$ cat src/hw/rtl/assert_macros.svh
// Assertion macros used by the RTL file of the date difference block.
`ifndef ASSERT_MACROS_SVH
`define ASSERT_MACROS_SVH

// Check a property at every rising clock edge while out of reset.
`define ASSERT_CLK(label, clk, rst_n, prop) \
  label: assert property (@(posedge clk) disable iff (!rst_n) (prop)) \
    else $error("assertion failed in date difference block");

// Check that an antecedent is followed by a consequent after a fixed delay.
`define ASSERT_DELAY(label, clk, rst_n, ante, cons) \
  label: assert property (@(posedge clk) disable iff (!rst_n) (ante) |=> ##1 (cons)) \
    else $error("delayed assertion failed in date difference block");

`endif

$ cat src/hw/rtl/dd_pkg.sv
// Package with widths, types and calendar tables of the date difference block.
package dd_pkg;

  localparam int unsigned YearW  = 14;
  localparam int unsigned MonthW = 4;
  localparam int unsigned DayW   = 5;
  localparam int unsigned CountW = 22;
  localparam int unsigned StartW = 9;

  localparam logic [YearW-1:0]  YearMax  = 14'd9999;
  localparam logic [CountW-1:0] DaysYear = 22'd365;
  localparam logic [MonthW-1:0] MonthFeb = 4'd2;
  localparam logic [MonthW-1:0] MonthDec = 4'd12;

  // Validity and day number of one date.
  typedef struct packed {
    logic              ok;
    logic [CountW-1:0] num;
  } day_num_t;

  // Length of a month; 0 for a month code that means nothing.
  function automatic logic [DayW-1:0] month_len(input logic [MonthW-1:0] m,
                                                input logic             leap);
    logic [DayW-1:0] len;
    len = '0;
    case (m)
      4'd1, 4'd3, 4'd5, 4'd7, 4'd8, 4'd10, 4'd12: len = 5'd31;
      4'd4, 4'd6, 4'd9, 4'd11:                    len = 5'd30;
      4'd2:                                       len = leap ? 5'd29 : 5'd28;
      default:                                    len = '0;
    endcase
    return len;
  endfunction

  // Days in the months before month m of a common year.
  function automatic logic [StartW-1:0] month_start(input logic [MonthW-1:0] m);
    logic [StartW-1:0] s;
    s = '0;
    case (m)
      4'd3:    s = 9'd59;
      4'd4:    s = 9'd90;
      4'd5:    s = 9'd120;
      4'd6:    s = 9'd151;
      4'd7:    s = 9'd181;
      4'd8:    s = 9'd212;
      4'd9:    s = 9'd243;
      4'd10:   s = 9'd273;
      4'd11:   s = 9'd304;
      4'd12:   s = 9'd334;
      4'd2:    s = 9'd31;
      default: s = '0;
    endcase
    return s;
  endfunction

endpackage

$ cat src/hw/rtl/dd_day_number.sv
// Date check and day number of one calendar date.
module dd_day_number (
  input  logic [dd_pkg::YearW-1:0]  year_i,
  input  logic [dd_pkg::MonthW-1:0] month_i,
  input  logic [dd_pkg::DayW-1:0]   day_i,
  output dd_pkg::day_num_t          res_o
);

  logic                       leap;
  logic [dd_pkg::YearW-1:0]   prev_year;
  logic [dd_pkg::CountW-1:0]  prev_ext;
  logic [dd_pkg::CountW-1:0]  year_days;
  logic [dd_pkg::CountW-1:0]  leap_days;
  logic [dd_pkg::CountW-1:0]  extra_day;

  // Leap year when divisible by four, no century rule.
  assign leap = (year_i[1:0] == 2'b00);

  // Check year, month and day ranges.
  assign res_o.ok = (year_i != '0) && (year_i <= dd_pkg::YearMax) &&
                    (month_i != '0) && (month_i <= dd_pkg::MonthDec) &&
                    (day_i != '0) && (day_i <= dd_pkg::month_len(month_i, leap));

  // Sum whole years, leap days, earlier months and the day itself.
  assign prev_year = year_i - dd_pkg::YearW'(1);
  assign prev_ext  = dd_pkg::CountW'(prev_year);
  assign year_days = prev_ext * dd_pkg::DaysYear;
  assign leap_days = dd_pkg::CountW'(prev_year >> 2);
  assign extra_day = dd_pkg::CountW'(leap && (month_i > dd_pkg::MonthFeb));

  assign res_o.num = year_days + leap_days
                   + dd_pkg::CountW'(dd_pkg::month_start(month_i))
                   + dd_pkg::CountW'(day_i) + extra_day;

endmodule

$ cat src/hw/rtl/date_difference_days.sv
// The accepted item is held in the input registers, then the result and done_o in the result registers;
// done_o rises after the edge that follows acceptance, result taken next edge. Throughput: one item per cycle;
// busy stays low, the single compute stage never stalls. The path between the input and result registers holds
// two day-number units and one compare and subtract; the receiver cannot stall and needs none.
// Reset clears the input valid flag and the done flag only; the result and payload registers are not reset.
`include "assert_macros.svh"

module date_difference_days (
  input  logic                      clk_i,
  input  logic                      rst_ni,
  input  logic                      start,
  output logic                      busy,
  input  logic [dd_pkg::YearW-1:0]  start_year_i,
  input  logic [dd_pkg::MonthW-1:0] start_month_i,
  input  logic [dd_pkg::DayW-1:0]   start_day_i,
  input  logic [dd_pkg::YearW-1:0]  end_year_i,
  input  logic [dd_pkg::MonthW-1:0] end_month_i,
  input  logic [dd_pkg::DayW-1:0]   end_day_i,
  output logic                      done_o,
  output logic                      dates_valid_o,
  output logic [dd_pkg::CountW-1:0] day_count_o
);

  logic                      in_vld_q;
  logic [dd_pkg::YearW-1:0]  sy_q, ey_q;
  logic [dd_pkg::MonthW-1:0] sm_q, em_q;
  logic [dd_pkg::DayW-1:0]   sd_q, ed_q;

  dd_pkg::day_num_t          start_num, end_num;
  logic                      valid_d, valid_q;
  logic [dd_pkg::CountW-1:0] count_d, count_q;
  logic                      done_q;

  // Never hold off an item.
  assign busy = 1'b0;

  // Capture the accepted item.
  always_ff @(posedge clk_i or negedge rst_ni) begin
    if (!rst_ni) begin
      in_vld_q <= 1'b0;
    end else begin
      in_vld_q <= start && !busy;
    end
  end

  always_ff @(posedge clk_i) begin
    if (start && !busy) begin
      sy_q <= start_year_i;
      sm_q <= start_month_i;
      sd_q <= start_day_i;
      ey_q <= end_year_i;
      em_q <= end_month_i;
      ed_q <= end_day_i;
    end
  end

  // Day numbers of both dates.
  dd_day_number u_start_num (
    .year_i  (sy_q),
    .month_i (sm_q),
    .day_i   (sd_q),
    .res_o   (start_num)
  );

  dd_day_number u_end_num (
    .year_i  (ey_q),
    .month_i (em_q),
    .day_i   (ed_q),
    .res_o   (end_num)
  );

  // Drop pairs with a bad date or the start after the end.
  always_comb begin
    valid_d = start_num.ok && end_num.ok && (start_num.num <= end_num.num);
    count_d = valid_d ? (end_num.num - start_num.num) : '0;
  end

  // Register the result and its strobe.
  always_ff @(posedge clk_i or negedge rst_ni) begin
    if (!rst_ni) begin
      done_q <= 1'b0;
    end else begin
      done_q <= in_vld_q;
    end
  end

  always_ff @(posedge clk_i) begin
    if (in_vld_q) begin
      valid_q <= valid_d;
      count_q <= count_d;
    end
  end

  assign done_o        = done_q;
  assign dates_valid_o = valid_q;
  assign day_count_o   = count_q;

  // An invalid pair always reports a zero count.
  `ASSERT_CLK(a_invalid_zero, clk_i, rst_ni, !done_o || dates_valid_o || (day_count_o == '0))
  // Every accepted item gives a result through the input and result registers.
  `ASSERT_DELAY(a_item_result, clk_i, rst_ni, start && !busy, done_o)
  // No result appears without an accepted item.
  `ASSERT_DELAY(a_no_spurious, clk_i, rst_ni, !start, !done_o)

endmodule

$ cat config.mk
export PLATFORM = sky130hd
export DESIGN_NAME = date_difference_days
export DESIGN_NICKNAME = d
export VERILOG_FILES = /design/src/hw/rtl/dd_pkg.sv /design/src/hw/rtl/dd_day_number.sv /design/src/hw/rtl/date_difference_days.sv
export VERILOG_INCLUDE_DIRS = /design/src /design/src/hw/rtl
export SDC_FILE = /design/constraint.sdc
export NUM_CORES = 1
export LEC_CHECK = 0
export BUFFER_PORTS_ARGS = -buffer_cell sky130_fd_sc_hd__clkbuf_2
export CORE_ASPECT_RATIO = 0.6
export CORE_MARGIN = 1
export CORE_UTILIZATION = 55
export DETAILED_ROUTE_END_ITERATION = 8
export PLACE_DENSITY = 0.83
export SYNTH_ARGS = -nofsm -noshare
export SYNTH_HDL_FRONTEND = slang
export SYNTH_SLANG_ARGS = --single-unit
export TNS_END_PERCENT = 50
$ cat constraint.sdc
create_clock -name clk_i -period 8.25 [get_ports clk_i]
set_input_delay 0.825 -clock clk_i [delete_from_list [all_inputs] [get_ports clk_i]]
set_output_delay 0.825 -clock clk_i [all_outputs]
set_load 0.01 [all_outputs]
# Word level (Yosys, flattened, before mapping)
# Memories as Yosys holds them, arrays and structs flattened. A register that Yosys moved wholly into a read port is not among the register bits.
# Index checks and enable logic that the tools add are counted.
op_classes:
  n_addsub: 11
  multipliers: 2
  order_cmp: 9
  eq_ne: 24
  muxes: 6
  reduce_logical: 26
op_table:
  columns: ["operator", "n"]
  rows:
  - ["$add A22 B1 Y22", 2]
  - ["$add A22 B12 Y22", 2]
  - ["$add A22 B5 Y22", 2]
  - ["$add A22 B9 Y22", 2]
  - ["$mul A14 B9 Y22 const B", 2]
  - ["$eq A4 B4 Y1 const B", 10]
  - ["$eq A4 B3 Y1 const B", 8]
  - ["$pmux W5 S3", 2]
  - ["$le A14 B14 Y1 const B", 2]
  - ["$reduce_bool A14 Y1", 2]
  - ["$sub A14 B1 Y14 const B", 2]
  - ["$le A22 B22 Y1", 1]
  - ["$sub A22 B22 Y22", 1]
  - ["$eq A4 B2 Y1 const B", 4]
  - ["$logic_and A1 B1 Y1", 14]
  - ["$reduce_or A7 Y1", 2]
  - ["$le A5 B5 Y1", 2]
  - ["$reduce_bool A5 Y1", 2]
  - ["$eq A4 B1 Y1 const B", 2]
  - ["$gt A4 B2 Y1 const B", 2]
  - ["$le A4 B4 Y1 const B", 2]
  - ["$mux W4", 2]
  - ["$reduce_bool A4 Y1", 2]
  - ["$reduce_or A4 Y1", 2]
  - ["2 further kinds", 4]
word_totals:
  register_bits: 71
  romBits: 288
  inputBits: 49
  output_inout_bits: 25
  word_cells: 90
  memories: 2
memory_table:
  columns: ["name", "depth", "width", "rd", "rd_ports_with_merged_regs", "wr", "line", "text"]
  rows:
  - ["(no name shown)", 16, 9, 1, 1, 0, "dd_pkg.sv:39", "case (m)"]
  - ["(no name shown)", 16, 9, 1, 1, 0, "dd_pkg.sv:39", null]

# Logic depth before layout (Yosys ltp)
logic_depth:
  word_depth: 8
  mapped_depth: 31
  depth_no_buf: 30

# By module
# Synthesis repeated with hierarchy kept, for this count alone.
hier_totals:
  cells_unflattened: 1284
  hier_area_um2: 12066.6
modules_own_cells:
  columns: ["mod", "n_inst", "cells_each", "area_per_inst_um2", "seq_area_each_um2"]
  rows:
  - ["dd_day_number at u_start_num", 1, 489, 4274.1, 0.0]
  - ["dd_day_number at u_end_num", 1, 495, 4200.3, 0.0]
  - ["date_difference_days", 1, 300, 3592.2, 2122.0]

# Least setup slack after synthesis
# Ideal clock, no wire load.
synth_path:
  kind: "reg2reg"
  start: "reg sy_q[3] (netlist bit)"
  end: "reg count_q (netlist bit day_count_o[17]), data pin"
  setup_ns: 0.168
  t_arrival_ns: 7.672
  t_required_ns: 8.082
  path_slack_ns: 0.410
  path_stages_with_launch: 31
  n_path_buf: 3
  synth_period_minus_slack_ns: 7.840
  path_cell_list: "edfxtp_1 or4_1 clkbuf_1 nor4_1 xor2_1 ha_1 inv_1 fa_1 fa_1 inv_1 fa_1 inv_1 fa_1 inv_1 ha_1 o21a_1 o21a_1 a2111oi_0 nor2_1 a21o_1 a21oi_1 o211ai_1 ha_1 o21a_1 o22ai_1 or4_1 a221o_1 or3_1 buf_6 buf_8 nor4b_4"
synth_via:
  elab_chain_cells: 8
  elab_cells_between_ends: 17
  cone_classes: "add/sub: 6; mul: 1; order compare: 2; reduce/logical: 8"
synth_lines:
  columns: ["item", "line", "text"]
  rows:
  - ["from (decl)", "date_difference_days.sv:25", "logic [dd_pkg::YearW-1:0] sy_q, ey_q;"]
  - ["from (signal assigned)", "date_difference_days.sv:48", "sy_q <= start_year_i;"]
  - ["$sub A14 B1 Y14 (tied with other cells)", "dd_day_number.sv:25", "assign prev_year = year_i - dd_pkg::YearW'(1);"]
  - ["$mul A14 B9 Y22 / $logic_and A1 B1 Y1 (equally long branches)", "dd_day_number.sv:27, dd_day_number.sv:20", null]
  - ["$add A22 B12 Y22 / $logic_and A1 B1 Y1 (equally long branches)", "dd_day_number.sv:31, dd_day_number.sv:20", null]
  - ["$add A22 B9 Y22 / $logic_and A1 B1 Y1 (equally long branches)", "dd_day_number.sv:32, dd_day_number.sv:21", null]
  - ["$add A22 B5 Y22 / $logic_and A1 B1 Y1 (equally long branches)", "dd_day_number.sv:33, dd_day_number.sv:21", null]
  - ["$add A22 B1 Y22 / $logic_and A1 B1 Y1 (equally long branches)", "dd_day_number.sv:33, dd_day_number.sv:22", null]
  - ["$le A22 B22 Y1 / $logic_and A1 B1 Y1 (equally long branches)", "date_difference_days.sv:74", "valid_d = start_num.ok && end_num.ok && (start_num.num <= end_num.num);"]
  - ["$logic_and A1 B1 Y1", "date_difference_days.sv:74", null]
  - ["to (signal assigned)", "date_difference_days.sv:90", "count_q <= count_d;"]
  - ["to (decl)", "date_difference_days.sv:31", "logic [dd_pkg::CountW-1:0] count_d, count_q;"]
# Several ways; a longest one is shown, not always the timed one.
# A chain may end at the register's enable or synchronous reset.

# Final worst setup path
layout_path:
  start: "reg sy_q[6] (netlist bit)"
  end: "reg count_q (netlist bit day_count_o[4]), data pin"
# The elaborated chain is that of the path after synthesis.

==> metrics.md <==
| Metric | Value |
|---|---|
| Number of storage elements in the synthesis netlist | just under 90 |
| Highest attainable clock frequency | 124 MHz |
| Number of buffers inserted for hold repair after clock tree synthesis | 0 |
| Antenna-violating nets left | 0 |
| Dpl hpwl | 23900 um |
| GR Overflow Total | 0 |
| Tightest Hold Check Type | input port to asynchronous set/reset pin |
| Cells after synthesis | 1236 |
| Total track usage | 0.255 |
| Unique masters post-synth | 73 |
| Average wire per cell in the routed design | between 15 and 20 um |
| Number of H-tree levels | 3 |
| Crit path launch type | register |
| Die extent in x | between 150 and 200 um |
| Area occupied by multi-input gates | 8780 um2 |
| Worst-margin pin slew | 1.17 ns |
| Post-synth ARST share | 0.0225 |
| Number of enable-type register cells in the synthesized netlist | 69 |
| Relative slew slack | 0.219 |
| Simple-gate share of the synthesized area | 0.0921 |
| DR vias | 9052 |
| Standard-cell rows | 41 |
| Placer Congestion | 1.00 |
| Max Slew Vio Count | 0 |
| Total DRC errors in the routed layout | 0 |
| RSZ-0062 raised after global routing | yes |
| Area inside the core boundary | between 20000 and 25000 um2 |
| Initial antenna violation count | 0 |
| Number of vias per cell | 5.52 |
| Clock root cell | clkbuf_16 |
| Final Net Count | 1741 |
| Final setup margin | 0.166 ns |
| Synthesized netlist net count | 1620 |
| Area of the mapped netlist | 12200 um2 |
| Initial standard-cell utilization of the core | 0.571 |
| CTS tree | done |
| Complex-gate fraction of the synthesized area | 0.111 |
| Number of top-level design ports | 74 |
| Outcome | completed |
| Count of endpoints failing hold in the final timing report | 0 |
| Data arrival time at the worst-slack endpoint | ~8.3 ns |
| Proportion of synthesized area in mux cells | 0.0126 |
| Main combinational cell family by area after synthesis | adder cells |
| Data required time at the worst endpoint | around 8.4 ns |
| First-pass iteration count of the detailed router | 8 |
| Iter 0 DRT Violations | 672 |
| Clock buffer count from CTS | 9 |
| Final period utilization | 0.980 |
| Count of fill cells added during filler insertion | 1649 |
| Place WS | -0.127 ns |
| Number of warnings reported in the yosys synthesis log | 0 |
| Clock buffer depth | 2 |
| Average footprint of a synthesized cell | 9.86 um2 |
| Worst Setup Path Type | register to register |
| Share of cells above drive strength 1 | 0.153 |
| Count of port buffers added during placement | 72 |
| Maximum Capacitance Violations | 0 |
| Wire length of the first global-routing pass | 45600 um |
| Clock tree skew after final layout | 0.0236 ns |
| Register area share after synthesis | 0.204 |
| Post-Route WL | approximately 29000 um |
| Via count of the first global-routing pass | 8827 |
| Crit path max fanout | 12 |
| Die height | 117 um |
| Clock slew at the register clock pins of the worst setup and hold paths | 0.09 ns |
| Maximum number of pins on one net before global-route repair | 44 |
| Die area | 22800 um2 |
| Footprint of the flip-flops and latches | 2480 um2 |
| Predominant post-synthesis flop cell | edfxtp_1 |
| Adder and majority cell fraction of the synthesized area | 0.427 |
| Final Critical Period | 8.08 ns |
| CTS Sinks | 89 |
| Synthesis-to-layout area growth | 13.3% |
| Capturing element type of the critical path | register |
| Parity-gate share of the synthesized area counting xor and xnor cells | 0.0539 |
| Antenna cell count | 0 |
| Clock insertion delay at the later pin of the skew report | 0.37 ns |
| Final setup violation count | 0 |
[layer usage]
layer,GRT usage,routed length [um],up-vias
met5,0,0,-
met4,0.0387,335,0
met3,0.0601,2510,29
met2,0.367,11900,329
met1,0.392,14100,4364
li1,-,-,4330
[Yosys cell counts, drive strengths merged, types with 3 or more instances]
master / n / share of area
xnor2: 42 / 0.030
o21a: 10 / 0.0062
mux2: 3 / 0.0028
o22ai: 5 / 0.0026
a31o: 3 / 0.0022
nor3: 33 / 0.020
nor4: 6 / 0.0043
edfxtp: 69 / 0.17
nor3b: 3 / 0.0018
ha: 200 / 0.21
fa: 135 / 0.22
or4: 4 / 0.0025
nand2b: 7 / 0.0038
xor2: 33 / 0.024
o221ai: 3 / 0.0022
a211oi: 11 / 0.0072
nand4: 5 / 0.0026
nand2: 53 / 0.016
or3: 6 / 0.0031
o31ai: 12 / 0.0074
clkbuf: 4 / 0.0012
inv: 297 / 0.091
mux2i: 12 / 0.0099
o31a: 3 / 0.0022
a2111oi: 4 / 0.0049
and3: 4 / 0.0021
nor2b: 9 / 0.0046
a31oi: 5 / 0.0026
a21o: 24 / 0.015
o21bai: 7 / 0.0043
a21oi: 50 / 0.021
o21ai: 43 / 0.018
buf: 8 / 0.0055
clkinv: 4 / 0.0012
o211ai: 6 / 0.0041
nor2: 48 / 0.015
dfxtp: 18 / 0.030
nand3: 15 / 0.0062
a211o: 3 / 0.0022
[cell families (layout without fill, tap and decap cells)]
logic type / after synthesis / after routing
AOI/OAI and AO/OA: 203 / 203
buffers and inverters: 313 / 439
and+or+nand+nor: 205 / 205
xor gates and xnor gates: 75 / 75
muxes: 15 / 15
DFF: 89 / 89
adders and majority gates: 335 / 335
other: 1 / 1
[through the flow]
stage / std cells / area, um2 / util / setup TNS (ns) / hold slack, ns
after floorplan: 1236 / 12200 / - / 0 / 0.529
after CTS: 1625 / 13400 / 0.629 / 0 / 0.209
after detailed placement: 1607 / 13100 / 0.612 / -0.196 / 0.612
after global routing: 1641 / 13800 / 0.647 / -0.646 / 0.202
final: 1641 / 13800 / 0.647 / 0 / 0.217
after global placement: 1607 / 13100 / 0.612 / -0.00658 / 0.610
[critical path, stage by stage (launching register included)]
cell and delay [ns]:
edfxtp_1 0.44, or4_4 0.61, nand2b_2 0.22, or3_4 0.35, xnor2_2 0.18, ha_1 0.30
inv_1 0.07, fa_1 0.55, inv_1 0.06, fa_1 0.46, fa_1 0.54, inv_1 0.05
fa_1 0.52, inv_1 0.06, ha_4 0.28, nand2_2 0.07, o31a_1 0.35, o221ai_2 0.25
mux2i_1 0.10, and3_2 0.24, ha_4 0.29, o21a_4 0.15, o22ai_1 0.07, or4_1 0.50
a221o_1 0.27, or3_4 0.41, buf_12 0.17, a2111oi_4 0.32
[area by class of cell]
type                    instances  area share
clock buffers                  10      0.0166
clock inverters                 6     0.00516
inverters                     301      0.0818
multi-input cells             834       0.636
flip-flops and latches         89       0.180
well taps                     279      0.0253
repair buffers                122      0.0555
[placed cells by master (no fill, tap or decap), types with 5 or more instances in the layout]
cell and count:
clkbuf_16 10, nor3_2 16, nor2b_1 9, nand4_1 5, nand3_1 15, xnor2_1 39, a21oi_1 47, dfxtp_1 18
a211oi_1 8, o21bai_1 7, edfxtp_1 69, o21ai_0 34, ha_1 193, nor2_1 47, a31oi_1 5, inv_1 296
o31ai_1 11, clkbuf_2 72, nor3_1 17, fa_1 134, o21a_1 9, buf_4 48, o21ai_1 9, o211ai_1 5
xor2_1 30, nand2_1 50, mux2i_1 12, nand2b_1 6, ha_4 6, a21o_1 24
[path summary, 6_finish.rpt]
kind	startpoint	end	slack (ns)	depth (start not counted)
max	sy_q[6]	day_count_o[4]	0.17	27
max reg2reg	sy_q[6]	day_count_o[4]	0.17	27
min	rst_ni	in_vld_q	0.22	1
max in group asynchronous	rst_ni	done_o	7.92	1
min reg2reg	em_q[3]	register	0.91	3
min in group clk_i	end_year_i[12]	ey_q[12]	0.62	1
[repair_timing]
action / CTS / global route
setup buffers: 2 / 15
hold endpoints to repair: 0 / 0
gates resized for setup: 8 / 41
setup endpoints to repair: 12 / 23
pin swaps: 1 / 16
gates cloned: 0 / 1
Power is not shown: default switching activity piles up to over one toggle a cycle in this logic, so the estimate is an artifact.
